[config.mk]
export PLATFORM = sky130hd
export DESIGN_NAME = checksummed_frame_deframer
export DESIGN_NICKNAME = d
export VERILOG_FILES = /design/src/rtl/cfd_pkg.sv /design/src/rtl/checksummed_frame_deframer.sv /design/src/rtl/cfd_parser.sv /design/src/rtl/cfd_out_reg.sv
export SDC_FILE = /design/constraint.sdc
export NUM_CORES = 1
export LEC_CHECK = 0
export ABC_AREA = 1
export BUFFER_PORTS_ARGS = -buffer_cell sky130_fd_sc_hd__buf_2
export CAP_MARGIN = 20
export CORE_MARGIN = 2
export CORE_UTILIZATION = 58
export DETAILED_ROUTE_END_ITERATION = 12
export PLACE_DENSITY_LB_ADDON = 0.2
export SYNTH_ARGS = -nofsm -noshare
export SYNTH_HDL_FRONTEND = slang
export SYNTH_SLANG_ARGS = --single-unit
[constraint.sdc]
create_clock -name aclk -period 6.08 [get_ports aclk]
set_clock_uncertainty 0.2 [all_clocks]
set_input_delay 1.216 -clock aclk [delete_from_list [all_inputs] [get_ports aclk]]
set_output_delay 1.216 -clock aclk [all_outputs]
set_load 0.05 [all_outputs]
[src/rtl/cfd_pkg.sv]
// Shared types and codes for the checksummed frame deframer.
`default_nettype none

package cfd_pkg;

    // Byte values that mark the preamble and the start code.
    localparam logic [7:0] BYTE_ZERO = 8'h00;
    localparam logic [7:0] BYTE_ONES = 8'hFF;

    // Reset value of the hunt limit register.
    localparam logic [7:0] HUNT_LIMIT_RESET = 8'd64;

    // Result kinds.
    localparam logic [1:0] EV_PAYLOAD = 2'd0;
    localparam logic [1:0] EV_ACCEPT  = 2'd1;
    localparam logic [1:0] EV_REJECT  = 2'd2;

    // Rejection reasons.
    localparam logic [2:0] ERR_NONE       = 3'd0;
    localparam logic [2:0] ERR_HUNT_FF    = 3'd1;
    localparam logic [2:0] ERR_HUNT_LIMIT = 3'd2;
    localparam logic [2:0] ERR_PREAMBLE   = 3'd3;
    localparam logic [2:0] ERR_START_CODE = 3'd4;
    localparam logic [2:0] ERR_LEN_CHECK  = 3'd5;
    localparam logic [2:0] ERR_DATA_CHECK = 3'd6;

    // Width of the packed result data, and that width rounded up to whole bytes.
    localparam int RES_DATA_W  = 27;
    localparam int RES_TDATA_W = 32;

    // One result beat as it leaves the parser.
    typedef struct packed {
        logic       valid;
        logic [1:0] event_res;
        logic [7:0] out_byte;
        logic [7:0] byte_index;
        logic [7:0] frame_length;
        logic [2:0] error_code;
    } cfd_res_t;

endpackage

`default_nettype wire

[src/rtl/checksummed_frame_deframer.sv]
// Top level of the checksummed frame deframer.
//
//  Channel | Direction | Beat contents
//  --------+-----------+-----------------------------------------------------
//  s_      | in        | tdata: rx_byte; tuser: frame_start
//  m_      | out       | tdata: out_byte, byte_index, frame_length, error_code;
//          |           | tuser: event_res
//  cfg_    | in        | data: hunt_limit
//
// One byte is taken per cycle while the output register is empty or m_tready
// is high; a byte's result is in the output register in the cycle after the
// byte is accepted, as only the output register lies between. Reset clears the
// parser to idle, empties the output register and loads the hunt limit with 64.
// While a result waits unclaimed, s_tready stays high only if m_tready is high.
`default_nettype none

module checksummed_frame_deframer (
    input  wire logic         aclk,
    input  wire logic         aresetn,
    // Input beats: tdata[7:0] rx_byte
    input  wire logic         s_tvalid,
    output logic              s_tready,
    input  wire logic [7:0]   s_tdata,
    // tuser[0] frame_start
    input  wire logic [0:0]   s_tuser,
    // Result beats: tdata[7:0] out_byte, [15:8] byte_index, [23:16] frame_length,
    // [26:24] error_code, [31:27] zero
    output logic              m_tvalid,
    input  wire logic         m_tready,
    output logic [31:0]       m_tdata,
    // tuser[1:0] event_res
    output logic [1:0]        m_tuser,
    // Hunt limit register write
    input  wire logic         cfg_valid,
    output logic              cfg_ready,
    input  wire logic [7:0]   cfg_data
);

    logic               cfg_take;
    logic [7:0]         hunt_limit_reg;
    logic               load_ok;
    logic               beat_take;
    cfd_pkg::cfd_res_t  res;

    // Configuration is always accepted.
    assign cfg_ready = 1'b1;
    assign cfg_take  = cfg_valid && cfg_ready;

    always_ff @(posedge aclk) begin
        if (!aresetn) begin
            hunt_limit_reg <= cfd_pkg::HUNT_LIMIT_RESET;
        end else if (cfg_take) begin
            hunt_limit_reg <= cfg_data;
        end
    end

    assign s_tready  = load_ok;
    assign beat_take = s_tvalid && s_tready;

    cfd_parser u_parser (
        .aclk        (aclk),
        .aresetn     (aresetn),
        .beat_take   (beat_take),
        .rx_byte     (s_tdata),
        .frame_start (s_tuser[0]),
        .hunt_limit  (hunt_limit_reg),
        .res         (res)
    );

    cfd_out_reg u_out_reg (
        .aclk     (aclk),
        .aresetn  (aresetn),
        .res      (res),
        .load_ok  (load_ok),
        .m_tvalid (m_tvalid),
        .m_tready (m_tready),
        .m_tdata  (m_tdata),
        .m_tuser  (m_tuser)
    );

endmodule

`default_nettype wire

[src/rtl/cfd_parser.sv]
// Frame parser state machine: consumes one byte per accepted beat.
`default_nettype none

module cfd_parser (
    input  wire logic            aclk,
    input  wire logic            aresetn,
    input  wire logic            beat_take,
    input  wire logic [7:0]      rx_byte,
    input  wire logic            frame_start,
    input  wire logic [7:0]      hunt_limit,
    output cfd_pkg::cfd_res_t    res
);

    typedef enum logic [2:0] {
        PH_IDLE  = 3'd0,
        PH_HUNT  = 3'd1,
        PH_PRE2  = 3'd2,
        PH_START = 3'd3,
        PH_LEN   = 3'd4,
        PH_LCS   = 3'd5,
        PH_DATA  = 3'd6,
        PH_POST  = 3'd7
    } phase_t;

    phase_t     phase_reg, phase_next;
    logic [7:0] remaining_reg, remaining_next;
    logic [7:0] sum_reg, sum_next;
    logic [7:0] length_reg, length_next;
    logic [7:0] hunt_count_reg, hunt_count_next;
    logic [7:0] position_reg, position_next;

    // A start flag restarts the frame before this byte is looked at.
    phase_t     ph_eff;
    logic [7:0] rem_eff, sum_eff, len_eff, hunt_eff, pos_eff;

    always_comb begin
        ph_eff   = frame_start ? PH_HUNT : phase_reg;
        rem_eff  = frame_start ? 8'd0 : remaining_reg;
        sum_eff  = frame_start ? 8'd0 : sum_reg;
        len_eff  = frame_start ? 8'd0 : length_reg;
        hunt_eff = frame_start ? 8'd0 : hunt_count_reg;
        pos_eff  = frame_start ? 8'd0 : position_reg;
    end

    // Next state and the result for the current byte.
    always_comb begin
        phase_next      = ph_eff;
        remaining_next  = rem_eff;
        sum_next        = sum_eff;
        length_next     = len_eff;
        hunt_count_next = hunt_eff;
        position_next   = pos_eff;

        res              = '0;
        res.event_res    = cfd_pkg::EV_REJECT;
        res.error_code   = cfd_pkg::ERR_NONE;
        res.frame_length = len_eff;

        case (ph_eff)
            PH_HUNT: begin
                if (rx_byte == cfd_pkg::BYTE_ZERO) begin
                    phase_next = PH_PRE2;
                end else if (rx_byte == cfd_pkg::BYTE_ONES) begin
                    phase_next     = PH_IDLE;
                    res.valid      = 1'b1;
                    res.error_code = cfd_pkg::ERR_HUNT_FF;
                end else if (hunt_eff >= hunt_limit) begin
                    phase_next     = PH_IDLE;
                    res.valid      = 1'b1;
                    res.error_code = cfd_pkg::ERR_HUNT_LIMIT;
                end else begin
                    hunt_count_next = hunt_eff + 8'd1;
                end
            end
            PH_PRE2: begin
                if (rx_byte != cfd_pkg::BYTE_ZERO) begin
                    phase_next     = PH_IDLE;
                    res.valid      = 1'b1;
                    res.error_code = cfd_pkg::ERR_PREAMBLE;
                end else begin
                    phase_next = PH_START;
                end
            end
            PH_START: begin
                if (rx_byte != cfd_pkg::BYTE_ONES) begin
                    phase_next     = PH_IDLE;
                    res.valid      = 1'b1;
                    res.error_code = cfd_pkg::ERR_START_CODE;
                end else begin
                    phase_next = PH_LEN;
                end
            end
            PH_LEN: begin
                length_next = rx_byte;
                phase_next  = PH_LCS;
            end
            PH_LCS: begin
                if (len_eff + rx_byte != 8'd0) begin
                    phase_next     = PH_IDLE;
                    res.valid      = 1'b1;
                    res.error_code = cfd_pkg::ERR_LEN_CHECK;
                end else begin
                    remaining_next = len_eff;
                    sum_next       = 8'd0;
                    position_next  = 8'd0;
                    phase_next     = PH_DATA;
                end
            end
            PH_DATA: begin
                if (rem_eff == 8'd0) begin
                    // Data-check byte closes the payload.
                    if (sum_eff + rx_byte != 8'd0) begin
                        phase_next     = PH_IDLE;
                        res.valid      = 1'b1;
                        res.error_code = cfd_pkg::ERR_DATA_CHECK;
                    end else begin
                        phase_next = PH_POST;
                    end
                end else begin
                    res.valid      = 1'b1;
                    res.event_res  = cfd_pkg::EV_PAYLOAD;
                    res.out_byte   = rx_byte;
                    res.byte_index = pos_eff;
                    sum_next       = sum_eff + rx_byte;
                    position_next  = pos_eff + 8'd1;
                    remaining_next = rem_eff - 8'd1;
                end
            end
            PH_POST: begin
                phase_next    = PH_IDLE;
                res.valid     = 1'b1;
                res.event_res = cfd_pkg::EV_ACCEPT;
            end
            default: begin
                // Idle: bytes without a start flag are dropped.
                phase_next = ph_eff;
            end
        endcase

        if (!beat_take) begin
            res.valid = 1'b0;
        end
    end

    // State update on each accepted beat.
    always_ff @(posedge aclk) begin
        if (!aresetn) begin
            phase_reg      <= PH_IDLE;
            remaining_reg  <= 8'd0;
            sum_reg        <= 8'd0;
            length_reg     <= 8'd0;
            hunt_count_reg <= 8'd0;
            position_reg   <= 8'd0;
        end else if (beat_take) begin
            phase_reg      <= phase_next;
            remaining_reg  <= remaining_next;
            sum_reg        <= sum_next;
            length_reg     <= length_next;
            hunt_count_reg <= hunt_count_next;
            position_reg   <= position_next;
        end
    end

endmodule

`default_nettype wire

[src/rtl/cfd_out_reg.sv]
// Result register between the parser and the master-side channel.
`default_nettype none

module cfd_out_reg (
    input  wire logic                               aclk,
    input  wire logic                               aresetn,
    input  wire cfd_pkg::cfd_res_t                  res,
    output logic                                    load_ok,
    output logic                                    m_tvalid,
    input  wire logic                               m_tready,
    output logic [cfd_pkg::RES_TDATA_W-1:0]         m_tdata,
    output logic [1:0]                              m_tuser
);

    logic                             valid_reg;
    logic [cfd_pkg::RES_DATA_W-1:0]   data_reg;
    logic [1:0]                       kind_reg;

    // A new beat may enter whenever the held one is gone or leaving now.
    assign load_ok = !valid_reg || m_tready;

    // Hold a result until the downstream side takes it.
    always_ff @(posedge aclk) begin
        if (!aresetn) begin
            valid_reg <= 1'b0;
        end else if (load_ok) begin
            valid_reg <= res.valid;
        end
    end

    // Payload needs no reset.
    always_ff @(posedge aclk) begin
        if (load_ok && res.valid) begin
            data_reg <= {res.error_code, res.frame_length, res.byte_index, res.out_byte};
            kind_reg <= res.event_res;
        end
    end

    assign m_tvalid = valid_reg;
    assign m_tdata  = {{(cfd_pkg::RES_TDATA_W - cfd_pkg::RES_DATA_W){1'b0}}, data_reg};
    assign m_tuser  = kind_reg;

endmodule

`default_nettype wire
==> flow_summary.ini, run 1 <==
[critical_path]
startpoint = s_tuser
arrival_ps = 4590
worstPathMaxFanout = 30
startpoint_type = input port
reg2reg_depth = 15
required_ps = 5940
path_class = input port to register
r2r-start = u_parser.length_reg[6]$_SDFFE_PN0P_
end_kind = register
r2r_end = u_out_reg.data_reg[2]$_SDFFCE_PP0P_
r2r_setup_slack_ps = 2650

[grt]
grt.total_usage = 0.283
grt_pass1_wl_um = 22600
grt.overflow.total = 0
grt_max_degree = 36
grt_pass1_vias = 4801
antenna_found_initial = 0

[hold_path]
hold_class = register to register
worst_hold_path.num_cells = 2
hold_start = u_parser.hunt_count_reg[1]$_SDFFE_PN0P_
hold_end = u_parser.hunt_count_reg[1]$_SDFFE_PN0P_

[sta]
max_slew_margin = 0.506
hold_ws_ps = 273
fin_crit_sh = 0.777
finalSetupTns_ps = 0
final-setup-viol-count = 0
rsz0062_at_grt = no
fmax_mhz = 212
period_needed_ps = 4720
drv_slew = 0
worst_pin_slew_ps = 732
hold_violations = 0

[floorplanning]
rows = 34
die_w_um = 99.4
die_area_um2 = 9890
dieHeight_um = 99.4
ios = 59
core_um2 = 8760
start_util = 0.603

[pwr]
p_leak_nw = 2.76
power_density_nw_per_um2 = 202
total_power_mw = 1.17
ir_drop_uv = 137

[cts]
cts_root_buf = clkbuf_8
htreeDepth = 3
clk_pin_slew_worst_paths_ps = 80
clk_latency_ps = 360
post-cts-setup-buffers = 0
cts_resized = 0
numCtsBuffers = 9
hold_buffers = 0
clockBufferDepth = 2
cts.sinks = 81
cts_tree = built

[placed_design]
io_buffers = 52
dp.cells = 895
gp_congestion = 0.940
dpl.hpwl_um = 9610

[cells_and_area]
finish.utilization = 0.659
finish.net_count = 840
num_antenna_cells = 0
drive_above_1_share = 0.137
fin_cells = 912
area_growth_pct = 9.40
largest_reg_flops = 27
multi_input_area_um2 = 2760
seq_area_um2 = 1910
final.fill_count = 767

[route]
drc = 0
routed_wl_um = 13800
vias = 5210
vias_per_cell = 5.71
dr.first_iter.drc_count = 456
drt.antenna.violating_nets = 0
wl_per_cell_um = 15.2
first_pass_iters = 6

[synthesis]
synth_edf_count = 29
synthFlopType = dfxtp_1
syn_avg_cell_area_um2 = 6.97
synth.distinct_cells = 46
yosysSeqAreaShare = 0.362
ys_async_sr_fraction = 0
ys_top_cells_by_count = 164 x nand2_1, 115 x inv_1, 69 x nor2_1
yosys-top-cells-area = dfxtp_1 20%, edfxtp_1 16%, nand2_1 12%, inv_1 8.2%, a21oi_1 6.2%
synth_area_um2 = 5280
yosys_warnings = 0
yosysMostFrequentCell = nand2_1
ys_ff_latch = 81
synth_top_cell_area_share = 0.197
synth_cells = 758
synth_top_cell_by_area = dfxtp_1

[status]
status = finished clean

[job]
max_cap_violations = 0
[critical path: stages]
cell     delay [ps]
buf_2           570
inv_2           440
nand2_1         180
inv_1            60
ha_1            290
nand2_1          80
o41ai_1         700
a21oi_1         140
nand2_1         120
o21ai_2          60
inv_1           460
buf_16          230
[worst max-delay path by stage]
stage	to	slack [ps]	cells after the start
floorplan	u_out_reg.data_reg[0]$_SDFFCE_PP0P_	1610	19
global placement	u_out_reg.data_reg[23]$_DFFE_PP_	1020	11
detailed placement	u_out_reg.data_reg[2]$_SDFFCE_PP0P_	830	11
CTS	u_out_reg.data_reg[2]$_SDFFCE_PP0P_	1180	11
global route	u_out_reg.data_reg[3]$_SDFFCE_PP0P_	1090	12
finish	u_out_reg.data_reg[2]$_SDFFCE_PP0P_	1360	12
[final cells by class]
| type | count | area share |
|---|---|---|
| inverters | 125 | 0.0812 |
| well taps | 108 | 0.0234 |
| flip-flops and latches | 81 | 0.331 |
| repair buffers | 56 | 0.0537 |
| multi-input cells | 526 | 0.477 |
| clock buffers | 9 | 0.0214 |
| clock inverters | 7 | 0.0123 |
[layout by cell type (no fill, tap or decap), types with 5 or more instances in the layout]
cell / n
edfxtp_1: 29
a21oi_1: 65
a31oi_1: 7
xor2_1: 6
o211ai_1: 10
nand2_1: 164
nor3_1: 8
o21ai_0: 60
nor2_1: 69
nand2_2: 5
ha_1: 19
inv_1: 115
nand3_1: 42
conb_1: 6
inv_2: 8
dfxtp_1: 52
nand4_1: 11
clkbuf_8: 9
nor2_2: 9
buf_2: 52
[cell families after synthesis]
kind of cell | Yosys count | share of synthesized area
AND/OR/NAND/NOR | 326 | 0.283
AO/OA/AOI/OAI | 167 | 0.177
buffers and inverters | 155 | 0.119
flip-flops | 81 | 0.362
adder cells (fa/ha/maj) | 19 | 0.0450
XOR/XNOR | 8 | 0.0133
other | 2 | 0.00142
[per-stage QoR]
step / worst slack [ps] / instance area [um2]
detailed placement: 825 / 5560
finish: 1360 / 5780
global route: 1090 / 5780
global placement: 1020 / 5560
CTS: 1180 / 5750
floorplan: 1610 / 5300
[metal layers]
metal,vias up,part of all wire,global-route usage
li1,2563,-,-
met1,2354,0.43,0.386
met2,264,0.46,0.456
met3,29,0.099,0.0534
met4,0,0.019,0.0906
met5,-,0,0
[where the power goes]
group	switching [mW]	leakage, nW	internal [mW]	total (mW)
clock network	0.209	0.0945	0.189	0.398
logic	0.132	1.97	0.0521	0.184
registers	0.00771	0.696	0.576	0.584
Power figures use the tool's default switching activity.
==> run 2, diff against run 1 <==
--- a/config.mk
+++ b/config.mk
@@ -5,11 +5,11 @@
 export SDC_FILE = /design/constraint.sdc
 export NUM_CORES = 1
 export LEC_CHECK = 0
-export ABC_AREA = 1
+export ABC_AREA = 0
 export BUFFER_PORTS_ARGS = -buffer_cell sky130_fd_sc_hd__buf_2
 export CAP_MARGIN = 20
 export CORE_MARGIN = 2
-export CORE_UTILIZATION = 58
+export CORE_UTILIZATION = 53
 export DETAILED_ROUTE_END_ITERATION = 12
 export PLACE_DENSITY_LB_ADDON = 0.2
 export SYNTH_ARGS = -nofsm -noshare
==> constraint.sdc (replaced) <==
create_clock -name aclk -period 3.8 [get_ports aclk]
set_clock_uncertainty 0.2 [all_clocks]
set_input_delay 0.76 -clock aclk [delete_from_list [all_inputs] [get_ports aclk]]
set_output_delay 0.76 -clock aclk [all_outputs]
set_load 0.05 [all_outputs]
==> flow_summary.ini, run 2 <==
[critical_path]
startpoint_type = input port
startpoint = s_tuser
worstPathMaxFanout = 14
path_class = input port to register
arrival_ps = 3480
r2r-start = u_parser.length_reg[1]$_SDFFE_PN0P_
end_kind = register
required_ps = 3640

[sta]
hold_violations = 0
period_needed_ps = 3640
fin_crit_sh = 0.958
final-setup-viol-count = 0
hold_ws_ps = 282
fmax_mhz = 275
worst_pin_slew_ps = 1040
max_slew_margin = 0.299
drv_slew = 0
setup_ws_ps = 159
finalSetupTns_ps = 0

[cells_and_area]
largest_reg_flops = 27
layout_common_cells = 72 x buf_4, 59 x nand2_1, 58 x nor2_1
drive_above_1_share = 0.238
finish.net_count = 741
num_antenna_cells = 0
final_common_cell = buf_4
finish.utilization = 0.668
area_growth_pct = 22.5

[route]
routed_wl_um = 14000
drt.antenna.violating_nets = 0
dr.first_iter.drc_count = 351
vias_per_cell = 6.03
first_pass_iters = 5
wl_per_cell_um = 17.1
vias = 4919
drc = 0

[synthesis]
synth_top_family_by_area = simple AND/OR/NAND/NOR gates
synthSimpleGateAreaFrac = 0.234
yosysSeqAreaShare = 0.381
yosys-top-cells-area = dfxtp_1 21%, edfxtp_1 17%, ha_1 4.7%, nand2_1 4.5%, nor2_1 4.4%
synth-xor-area-share = 0.0332
synthFlopType = dfxtp_1
synth.distinct_cells = 71
synth_cells = 596
synth_edf_count = 29
yosys_warnings = 0
yosysMostFrequentCell = nand2_1
ys_top_cells_by_count = 60 x nand2_1, 59 x nor2_1, 52 x dfxtp_1
ys_async_sr_fraction = 0
synth_top_cell_area_share = 0.207
synth-compound-area-share = 0.228
ys_ff_latch = 81
syn_avg_cell_area_um2 = 8.42
synth_top_cell_by_area = dfxtp_1
synth_area_um2 = 5020
synthAdderAreaFrac = 0.0474
synthMuxAreaShare = 0.0244

[floorplanning]
die_w_um = 101
start_util = 0.546
dieHeight_um = 101
ios = 59
core_um2 = 9200
rows = 35
die_area_um2 = 10300

[job]
max_cap_violations = 0

[cts]
post-cts-setup-buffers = 0
cts.sinks = 81
cts_tree = built
htreeDepth = 3
numCtsBuffers = 9
clockBufferDepth = 2
cts_root_buf = clkbuf_8
clk_pin_slew_worst_paths_ps = 80
clk_latency_ps = 360

[grt]
grt_pass1_vias = 4651
grt_pass1_wl_um = 22500
grt.total_usage = 0.276
grt.overflow.total = 0
grt_max_degree = 30
antenna_found_initial = 0

[placed_design]
dp_slack_ps = -372
io_buffers = 52
gp_congestion = 0.997
dpl.hpwl_um = 10200

[pwr]
ir_drop_uv = 146
p_leak_nw = 2.51
total_power_mw = 1.81
power_density_nw_per_um2 = 294

[hold_path]
hold_start = u_parser.sum_reg[6]$_SDFFE_PN0P_
hold_class = register to register

[status]
status = finished clean
==> run 2: changes by cell type in the layout (fill, tap and decap cells not counted), sizes merged, moves of 9 or more <==
cell and change:
and3 +17, a21oi -39, inv -102, mux2i +10
nand3 -29, nor2 -25, o21ai -27, nor2b +24
nor3 +10, xnor2 +13, nand2b +9, nand2 -112
buf +71
==> run 2: worst paths after layout <==
kind                                          to  slack [ps]  cells past startpoint
max reg2reg  u_out_reg.data_reg[9]$_SDFFCE_PP0P_         260                     11
min             u_parser.sum_reg[6]$_SDFFE_PN0P_         280                      1
max          u_out_reg.data_reg[9]$_SDFFCE_PP0P_         160                     12
min reg2reg     u_parser.sum_reg[6]$_SDFFE_PN0P_         280                      1
==> run 2: critical path: stages <==
cell,delay [ps]
buf_2,160
nor2b_1,200
xor2_1,280
ha_4,200
a21oi_2,50
o211ai_1,250
xor2_1,180
nand4b_1,210
a211oi_4,320
a21oi_4,100
nor3b_2,490
a21oi_4,270
==> run 2: cells by family after synthesis <==
kind of cell | Yosys count
DFF | 81
and+or+nand+nor | 238
AOI/OAI and AO/OA | 166
buffers and inverters | 59
other | 2
adders and majority gates | 19
xor gates and xnor gates | 19
muxes | 12
==> run 2: through the flow <==
| step | cells | cell area [um2] |
|---|---|---|
| detailed placement | 798 | 5930 |
| CTS | 814 | 6120 |
| global placement | 798 | 5930 |
| floorplan | 600 | 5180 |
| finish | 816 | 6150 |
| global route | 816 | 6150 |
==> run 2: what timing repair did <==
item,CTS,global route
resized for setup,0,1
endpoints found under the setup margin,0,29
hold buffers,0,0
==> run 2: area by class of cell <==
cell class | count | area [um2]
clock buffer | 10 | 128
timing repair buffer | 127 | 846
inverter | 20 | 75.1
tap | 111 | 139
multi-input combinational | 461 | 2980
clock inverter | 6 | 65.1
sequential | 81 | 1910
fill | 789 | 3050
==> run 2: where the power goes <==
part | internal (mW) | total [mW] | switching (mW)
registers | 0.905 | 0.915 | 0.0106
logic | 0.0944 | 0.254 | 0.159
clock network | 0.306 | 0.637 | 0.332
total | 1.30 | 1.81 | 0.501
==> run 2: layer usage <==
| layer | routed length (um) | vias up | GRT usage |
|---|---|---|---|
| met5 | 0 | - | 0 |
| met4 | 353 | 0 | 0.0946 |
| met3 | 864 | 33 | 0.0428 |
| met2 | 6630 | 189 | 0.465 |
| met1 | 6140 | 2294 | 0.362 |
| li1 | - | 2403 | - |
